--- config.mk ---
export PLATFORM = sky130hd
export DESIGN_NAME = window_stddev_stability_gate_unit
export DESIGN_NICKNAME = d
export VERILOG_FILES = /design/src/hw/rtl/wsdg_pkg.sv /design/src/hw/rtl/window_stddev_stability_gate_unit.sv /design/src/hw/rtl/wsdg_ram.sv
export SDC_FILE = /design/constraint.sdc
export NUM_CORES = 2
export LEC_CHECK = 0
export BUFFER_PORTS_ARGS = -buffer_cell sky130_fd_sc_hd__buf_2
export CORE_UTILIZATION = 35
export DETAILED_ROUTE_END_ITERATION = 7
export HOLD_SLACK_MARGIN = 0.03
export PLACE_DENSITY_LB_ADDON = 0.15
export SYNTH_ARGS = -nofsm -noshare
export SYNTH_HDL_FRONTEND = slang
export SYNTH_SLANG_ARGS = --single-unit
--- constraint.sdc ---
create_clock -name clk -period 6.7 [get_ports clk]
set_input_delay 2.01 -clock clk [delete_from_list [all_inputs] [get_ports clk]]
set_output_delay 2.01 -clock clk [all_outputs]
set_load 0.02 [all_outputs]
--- src/hw/rtl/wsdg_pkg.sv ---
// Shared constants for the window standard-deviation stability gate.
// Field widths, register reset values and configuration register indexes.
// No dependencies.
`default_nettype none

package wsdg_pkg;

  localparam int SAMPLE_W   = 12;
  localparam int LIMIT_W    = 12;
  localparam int RUNS_W     = 8;
  localparam int SUM_W      = 20;
  localparam int SQSUM_W    = 32;
  localparam int CFG_ADDR_W = 1;
  localparam int CFG_DATA_W = 12;
  localparam int S_TDATA_W  = 16;
  localparam int M_TDATA_W  = 8;

  localparam int WINDOW_LENGTH_DEF = 150;

  localparam logic [LIMIT_W-1:0] LIMIT_RESET = 12'd190;
  localparam logic [RUNS_W-1:0]  RUNS_RESET  = 8'd10;

  typedef enum logic [CFG_ADDR_W-1:0] {
    REG_DEVIATION_LIMIT    = 1'b0,
    REG_STABLE_RUNS_NEEDED = 1'b1
  } cfg_reg_t;

endpackage

`default_nettype wire

--- src/hw/rtl/window_stddev_stability_gate_unit.sv ---
// Window standard-deviation stability gate, top level.
// Depends on wsdg_pkg and wsdg_ram.
//
// Usage:
//   Samples enter on the s_ stream (s_tdata[11:0]); one stable flag per sample
//   leaves on the m_ stream (m_tdata[0]). Each sample replaces the oldest of the
//   last WINDOW_LENGTH samples; the flag is 1 once enough consecutive windows
//   had a standard deviation strictly below deviation_limit.
//   Configuration: cfg_we with cfg_addr 0 writes deviation_limit, cfg_addr 1
//   writes stable_runs_needed; write only while no transaction is in flight.
//   Throughput: one sample per cycle while m_tready is high. m_tvalid rises
//   after the input transaction has passed a six-register pipeline: RAM read
//   of the oldest sample, squaring, running-sum update, wide products, compare,
//   and run counter with result register.
//   Reset (rst, synchronous) empties the pipeline, zeroes the sums, the run
//   counter and the window (through per-entry valid bits), and restores the
//   register defaults. When m_tready is low the pipeline fills its bubbles and
//   then holds; s_tready drops only when every stage is occupied.
`default_nettype none

module window_stddev_stability_gate_unit
  import wsdg_pkg::*;
#(
  parameter int WINDOW_LENGTH = WINDOW_LENGTH_DEF
) (
  input  wire logic                  clk,
  input  wire logic                  rst,
  // fields: sample [11:0], zero fill [15:12]
  input  wire logic [S_TDATA_W-1:0]  s_tdata,
  input  wire logic                  s_tvalid,
  output logic                       s_tready,
  // fields: stable [0], zero fill [7:1]
  output logic      [M_TDATA_W-1:0]  m_tdata,
  output logic                       m_tvalid,
  input  wire logic                  m_tready,
  input  wire logic                  cfg_we,
  input  wire logic [CFG_ADDR_W-1:0] cfg_addr,
  input  wire logic [CFG_DATA_W-1:0] cfg_wdata
);

  localparam int AW    = $clog2(WINDOW_LENGTH);
  localparam int NW    = $clog2(WINDOW_LENGTH + 1);
  localparam int SQ_W  = 2 * SAMPLE_W;
  localparam int NL_W  = NW + LIMIT_W;
  localparam int CMP_W = 2 * SUM_W + 1;
  localparam logic [AW-1:0] LastSlot = AW'(WINDOW_LENGTH - 1);
  localparam logic [NW-1:0] NVal     = NW'(WINDOW_LENGTH);
  localparam logic [SUM_W-1:0] SumMax = SUM_W'(WINDOW_LENGTH * ((1 << SAMPLE_W) - 1));

  // Configuration registers and derived threshold
  logic [LIMIT_W-1:0] deviation_limit;
  logic [RUNS_W-1:0]  stable_runs_needed;
  logic [NL_W-1:0]    limit_scaled;
  logic [CMP_W-1:0]   limit_term;

  always_ff @(posedge clk) begin
    if (rst) begin
      deviation_limit    <= LIMIT_RESET;
      stable_runs_needed <= RUNS_RESET;
    end else if (cfg_we) begin
      unique case (cfg_reg_t'(cfg_addr))
        REG_DEVIATION_LIMIT:    deviation_limit    <= cfg_wdata[LIMIT_W-1:0];
        REG_STABLE_RUNS_NEEDED: stable_runs_needed <= cfg_wdata[RUNS_W-1:0];
        default: ;
      endcase
    end
  end

  // N^2 * limit^2, registered through limit_scaled and then limit_term
  always_ff @(posedge clk) begin
    limit_scaled <= NL_W'(deviation_limit) * NL_W'(NVal);
    limit_term   <= CMP_W'(limit_scaled) * CMP_W'(limit_scaled);
  end

  // Pipeline flow control: a stage loads when it is empty or moving on
  logic v1, v2, v3, v4, v5;
  logic mv1, mv2, mv3, mv4, mv5;
  logic room1, room2, room3, room4, room5;
  logic accept;

  assign mv5   = v5 && (!m_tvalid || m_tready);
  assign room5 = !v5 || mv5;
  assign mv4   = v4 && room5;
  assign room4 = !v4 || mv4;
  assign mv3   = v3 && room4;
  assign room3 = !v3 || mv3;
  assign mv2   = v2 && room3;
  assign room2 = !v2 || mv2;
  assign mv1   = v1 && room2;
  assign room1 = !v1 || mv1;

  assign s_tready = room1;
  assign accept   = s_tvalid && room1;

  always_ff @(posedge clk) begin
    if (rst) begin
      v1       <= 1'b0;
      v2       <= 1'b0;
      v3       <= 1'b0;
      v4       <= 1'b0;
      v5       <= 1'b0;
      m_tvalid <= 1'b0;
    end else begin
      if (room1) v1 <= accept;
      if (room2) v2 <= mv1;
      if (room3) v3 <= mv2;
      if (room4) v4 <= mv3;
      if (room5) v5 <= mv4;
      if (mv5) begin
        m_tvalid <= 1'b1;
      end else if (m_tready) begin
        m_tvalid <= 1'b0;
      end
    end
  end

  // Stage 1: overwrite the oldest slot, read back its old sample
  logic [AW-1:0]            write_slot;
  logic [WINDOW_LENGTH-1:0] slot_valid;
  logic [SAMPLE_W-1:0]      sample_in;
  logic [SAMPLE_W-1:0]      s1_sample;
  logic                     s1_old_valid;
  logic [SAMPLE_W-1:0]      ram_rdata;

  assign sample_in = s_tdata[SAMPLE_W-1:0];

  always_ff @(posedge clk) begin
    if (rst) begin
      write_slot <= '0;
      slot_valid <= '0;
    end else if (accept) begin
      write_slot             <= (write_slot == LastSlot) ? '0 : write_slot + AW'(1);
      slot_valid[write_slot] <= 1'b1;
    end
  end

  always_ff @(posedge clk) begin
    if (accept) begin
      s1_sample    <= sample_in;
      s1_old_valid <= slot_valid[write_slot];
    end
  end

  wsdg_ram #(
    .WIDTH (SAMPLE_W),
    .DEPTH (WINDOW_LENGTH)
  ) u_window (
    .clk   (clk),
    .en    (accept),
    .we    (accept),
    .addr  (write_slot),
    .wdata (sample_in),
    .rdata (ram_rdata)
  );

  // Stage 2: squares of the entering and leaving samples
  logic [SAMPLE_W-1:0] old_sample;
  logic [SAMPLE_W-1:0] s2_sample;
  logic [SAMPLE_W-1:0] s2_old;
  logic [SQ_W-1:0]     s2_sample_sq;
  logic [SQ_W-1:0]     s2_old_sq;

  assign old_sample = s1_old_valid ? ram_rdata : '0;

  always_ff @(posedge clk) begin
    if (mv1) begin
      s2_sample    <= s1_sample;
      s2_old       <= old_sample;
      s2_sample_sq <= SQ_W'(s1_sample) * SQ_W'(s1_sample);
      s2_old_sq    <= SQ_W'(old_sample) * SQ_W'(old_sample);
    end
  end

  // Stage 3: running sums
  logic [SUM_W-1:0]   running_sum;
  logic [SQSUM_W-1:0] running_square_sum;

  always_ff @(posedge clk) begin
    if (rst) begin
      running_sum        <= '0;
      running_square_sum <= '0;
    end else if (mv2) begin
      running_sum        <= running_sum - SUM_W'(s2_old) + SUM_W'(s2_sample);
      running_square_sum <= running_square_sum - SQSUM_W'(s2_old_sq)
                            + SQSUM_W'(s2_sample_sq);
    end
  end

  // Stage 4: N*sumsq and sum^2
  logic [CMP_W-1:0] s4_lhs;
  logic [CMP_W-1:0] s4_sum_sq;

  always_ff @(posedge clk) begin
    if (mv3) begin
      s4_lhs    <= CMP_W'(running_square_sum) * CMP_W'(NVal);
      s4_sum_sq <= CMP_W'(running_sum) * CMP_W'(running_sum);
    end
  end

  // Stage 5: variance test, lhs - sum^2 < limit term (negative variance as zero)
  logic s5_pass;

  always_ff @(posedge clk) begin
    if (mv4) begin
      s5_pass <= (s4_lhs < (s4_sum_sq + limit_term)) && (limit_term != '0);
    end
  end

  // Output stage: run counter and stable flag
  logic [RUNS_W-1:0] stable_run_count;
  logic [RUNS_W-1:0] stable_run_count_next;
  logic              stable;

  always_comb begin
    if (!s5_pass) begin
      stable_run_count_next = '0;
    end else if (stable_run_count == '1) begin
      stable_run_count_next = stable_run_count;
    end else begin
      stable_run_count_next = stable_run_count + RUNS_W'(1);
    end
  end

  always_ff @(posedge clk) begin
    if (rst) begin
      stable_run_count <= '0;
    end else if (mv5) begin
      stable_run_count <= stable_run_count_next;
    end
  end

  always_ff @(posedge clk) begin
    if (mv5) begin
      stable <= (stable_run_count_next >= stable_runs_needed);
    end
  end

  assign m_tdata = {(M_TDATA_W - 1)'(0), stable};

  // Checks
  a_sum_bounded: assert property (@(posedge clk) disable iff (rst)
    running_sum <= SumMax)
    else $error("running sum exceeds window capacity");

  a_slot_range: assert property (@(posedge clk) disable iff (rst)
    write_slot <= LastSlot)
    else $error("write slot out of range");

  a_stall_full: assert property (@(posedge clk) disable iff (rst)
    !s_tready |-> (v1 && v2 && v3 && v4 && v5 && m_tvalid))
    else $error("input stalled with a bubble in the pipeline");

  a_count_sat: assert property (@(posedge clk) disable iff (rst)
    (mv5 && s5_pass && stable_run_count == '1) |=> stable_run_count == '1)
    else $error("run counter wrapped");

  a_flag_match: assert property (@(posedge clk) disable iff (rst)
    mv5 |=> stable == (stable_run_count >= $past(stable_runs_needed)))
    else $error("stable flag disagrees with run counter");

endmodule

`default_nettype wire

--- src/hw/rtl/wsdg_ram.sv ---
// Generic single-port RAM with registered read, read-before-write.
// Used for the sample window store. No dependencies.
`default_nettype none

module wsdg_ram #(
  parameter int WIDTH = 12,
  parameter int DEPTH = 150
) (
  input  wire logic                     clk,
  input  wire logic                     en,
  input  wire logic                     we,
  input  wire logic [$clog2(DEPTH)-1:0] addr,
  input  wire logic [WIDTH-1:0]         wdata,
  output logic      [WIDTH-1:0]         rdata
);

  logic [WIDTH-1:0] mem [DEPTH];

  // Read returns the old contents when the same address is written.
  always_ff @(posedge clk) begin
    if (en) begin
      rdata <= mem[addr];
      if (we) begin
        mem[addr] <= wdata;
      end
    end
  end

endmodule

`default_nettype wire

==> run metrics <==
vias in the first global route about 75,000; DRT antenna net count 0; setup violators final 0; status complete, no violations; Main synth FF type edfxtp_1; unrepaired setup endpoints after global routing yes; Synth area leaders edfxtp_1, fa_1, mux4_2, ha_1, dfxtp_1; row cnt 219; largest net degree at the start of global routing between 100 and 150; Worst setup SP type flip-flop; Async SR Flop Fraction 0%; Fmax around 0.15 GHz; Placer Congestion about 0.82; area of placed instances roughly 0.13 mm^2; Endpoint, Worst Hold stable_runs_needed[7]; vias per cell about 5.0; Post-Route WL 315,000 um; Fillers 33,012; total congestion overflow 0; dpl hpwl 219,000 um; Clock transition at path regs about 0.06 ns; DR DRC count 0; setup_tns 0 ns; Design Power a little under 80 mW; Final Hold Viols 0; CTS buffer count between 200 and 300; crit-path cells buf_8, buf_12, nand2_1, fa_2, fa_1, inv_1, fa_1, inv_1, fa_1, fa_1, inv_1, fa_2, ha_1, ha_1, a21o_1, a21o_1, a21oi_2, o2111ai_2, a211oi_4, nor2_2, a2111oi_4, o21bai_1, a21oi_2, xnor2_1; first-pass GRT wire length around 480,000 um; GRT Util Overall 17.4%; WHS 0.460 ns; RR Endpoint s4_sum_sq[37]; layout cells sized above 1 18.8%; Clock Latency Late Sink approximately 0.89 ns; Seq cells post-synth 2,273; initial DRC count 4,050; IO Port Bufs 32; H-Tree Depth 5; Max Clock Skew 0.0633 ns; total die area 0.361 mm^2; CP Data Arrival Time slightly above 7 ns; Slew @ Worst Pin between 1 and 1.5 ns; TritonCTS clock tree yes; syn avg cell area between 10 and 15 um^2; Sw Share 41.2%; worst reg2reg path depth 24; CP Data Required Time between 7 and 8 ns; Cell Pwr Density approximately 530 mW/mm^2; sequential area share after synthesis ~52%; DRT Pass-1 Iters 7; CTS Sinks 2,273; Internal around 45 mW; Slew Viols, Final 0; Finished Cell Area between 0.1 and 0.15 mm^2; origin of the worst min-delay path stable_runs_needed[7]; initial antenna violation count 7; number of synthesized flops with an enable pin 1,973; Starting Density a little over a third; io pins 44; Clk network pwr share between 10% and 20%; Via Count 70,610; combinational share of power between 50% and 60%; Reg2Reg Setup Slack approximately 0.16 ns; placed insts between 10,000 and 15,000; P_leak approximately 56 nW; slew margin rel. between 10% and 20%; slowest stage delay, CP approximately 0.57 ns; CP dominant cell by count fa_1; synthesized area between 0.1 and 0.15 mm^2; peak fanout along the critical path 4; CP Capture Type flip-flop; CP Class flip-flop to flip-flop; Clock Path Buffers 4; Yosys cell types 83; Yosys top cell by area edfxtp_1; Synth Instances a little under 9,000; Die Height around 600 um; Crit-path slowest cell fa_2; Cell Count, Final, Fillers Out approximately 14,000; most common cell after layout, fill and taps aside edfxtp_1; Maximum Capacitance Violations 0; final core occ 40.4%; Final nets roughly 11,000; Area Overhead vs Synth 14.7%; Final min period between 6 and 7 ns; Psw between 30 and 40 mW; Synth Warn # 0; post-synth top area share 47.2%; Max VDD drop roughly 0.0035 V; R2R Path Start running_sum[6]; pre-CTS setup slack -0.545 ns; fin crit share roughly 100%; CTS Root Cell clkbuf_16; Hold Crit Depth 2; DR WL/cell approximately 22 um; core area ~0.36 mm^2; Sequential Power Share approximately 22%; final worst setup slack around 0.16 ns; Die Wd roughly 600 um; most frequent cells in the layout edfxtp_1, inv_1, fa_1, ha_1, mux4_2; min-delay worst type flip-flop to flip-flop
==> flip-flops by register name, summed over array words and instances, names as in the netlist, 8 cells and up <==
name,count
u_window.mem,1800
slot_valid,150
s4_lhs,39
s4_sum_sq,39
limit_term,37
running_square_sum,32
s2_old_sq,22
s2_sample_sq,22
running_sum,20
limit_scaled,19
deviation_limit,12
s1_sample,12
s2_old,12
s2_sample,12
u_window.rdata,12
stable_run_count,8
stable_runs_needed,8
write_slot,8
==> power by group through the flow <==
stage               registers [mW]  logic [mW]  clock network, mW
detailed placement            17.4        44.5                  0
global route                  17.1        51.3               15.3
floorplan                     17.1        33.0                  0
CTS                           17.1        45.0               14.8
finish                        17.1        45.5               14.4
global placement              17.3        44.5                  0
==> repair_timing <==
item,in CTS,in global routing
hold buffers,0,0
setup endpoints to repair,9,18
pin swaps,9,79
resized for setup,43,169
setup buffers,4,12
==> how the worst max path moves through the flow <==
stage / startpoint / endpoint / cells after the start
2_1_floorplan: running_sum[15] / s4_sum_sq[38] / 24
5_1_grt: running_sum[2] / s4_sum_sq[38] / 26
6_report: running_sum[6] / s4_sum_sq[37] / 24
3_5_place_dp: running_sum[9] / s4_sum_sq[37] / 24
3_3_place_gp: running_sum[9] / s4_sum_sq[37] / 24
4_1_cts: running_sum[10] / s4_sum_sq[37] / 26
==> logic make-up after synthesis <==
family	count (synthesis)	synth area share, %
AO/OA/AOI/OAI	921	4.81
XOR/XNOR	256	1.79
adder cells (fa/ha/maj)	1482	19.5
buffers and inverters	1649	5.10
flip-flops	2273	52.0
multiplexers	650	11.4
other	1	0.00299
AND/OR/NAND/NOR	1465	5.40
==> critical path: cells and delay by family (launching register included) <==
| kind | cells | cell delay, ns |
|---|---|---|
| fa+ha+maj | 8 | 3.64 |
| compound gates | 8 | 1.59 |
| buf+inv | 5 | 0.41 |
| flops | 1 | 0.36 |
| simple gates | 2 | 0.17 |
| xor+xnor | 1 | 0.08 |
==> synth_stat cells (all sizes together), types with 67 or more instances <==
cell type	number
a21oi	279
nor2	415
xor2	84
nand2	506
xnor2	172
a21o	119
edfxtp	1973
and2	160
nand3	67
and3	82
mux4	621
o21a	154
dfxtp	300
clkbuf	211
ha	693
inv	1323
buf	110
o21ai	125
fa	788
==> layout make-up <==
| class | instances | area, um^2 | area share, % |
|---|---|---|---|
| well taps | 4751 | 5940 | 4.13 |
| multi-input cells | 4781 | 54400 | 37.8 |
| flip-flops and latches | 2273 | 65300 | 45.4 |
| clock inverters | 138 | 1500 | 1.04 |
| repair buffers | 557 | 4560 | 3.17 |
| inverters | 1328 | 5000 | 3.47 |
| diodes | 5 | 12.5 | 0.00869 |
| clock buffers | 344 | 7150 | 4.96 |
==> routing by layer <==
metal | share of wire [%] | global-route usage, % | vias to the layer above
li1 | - | - | 32048
met5 | 0 | 0 | -
met3 | 3.4 | 1.72 | 369
met1 | 44 | 23.6 | 37009
met4 | 2.5 | 4.37 | 0
met2 | 50 | 30.0 | 1184
Power figures use the tool's default switching activity.
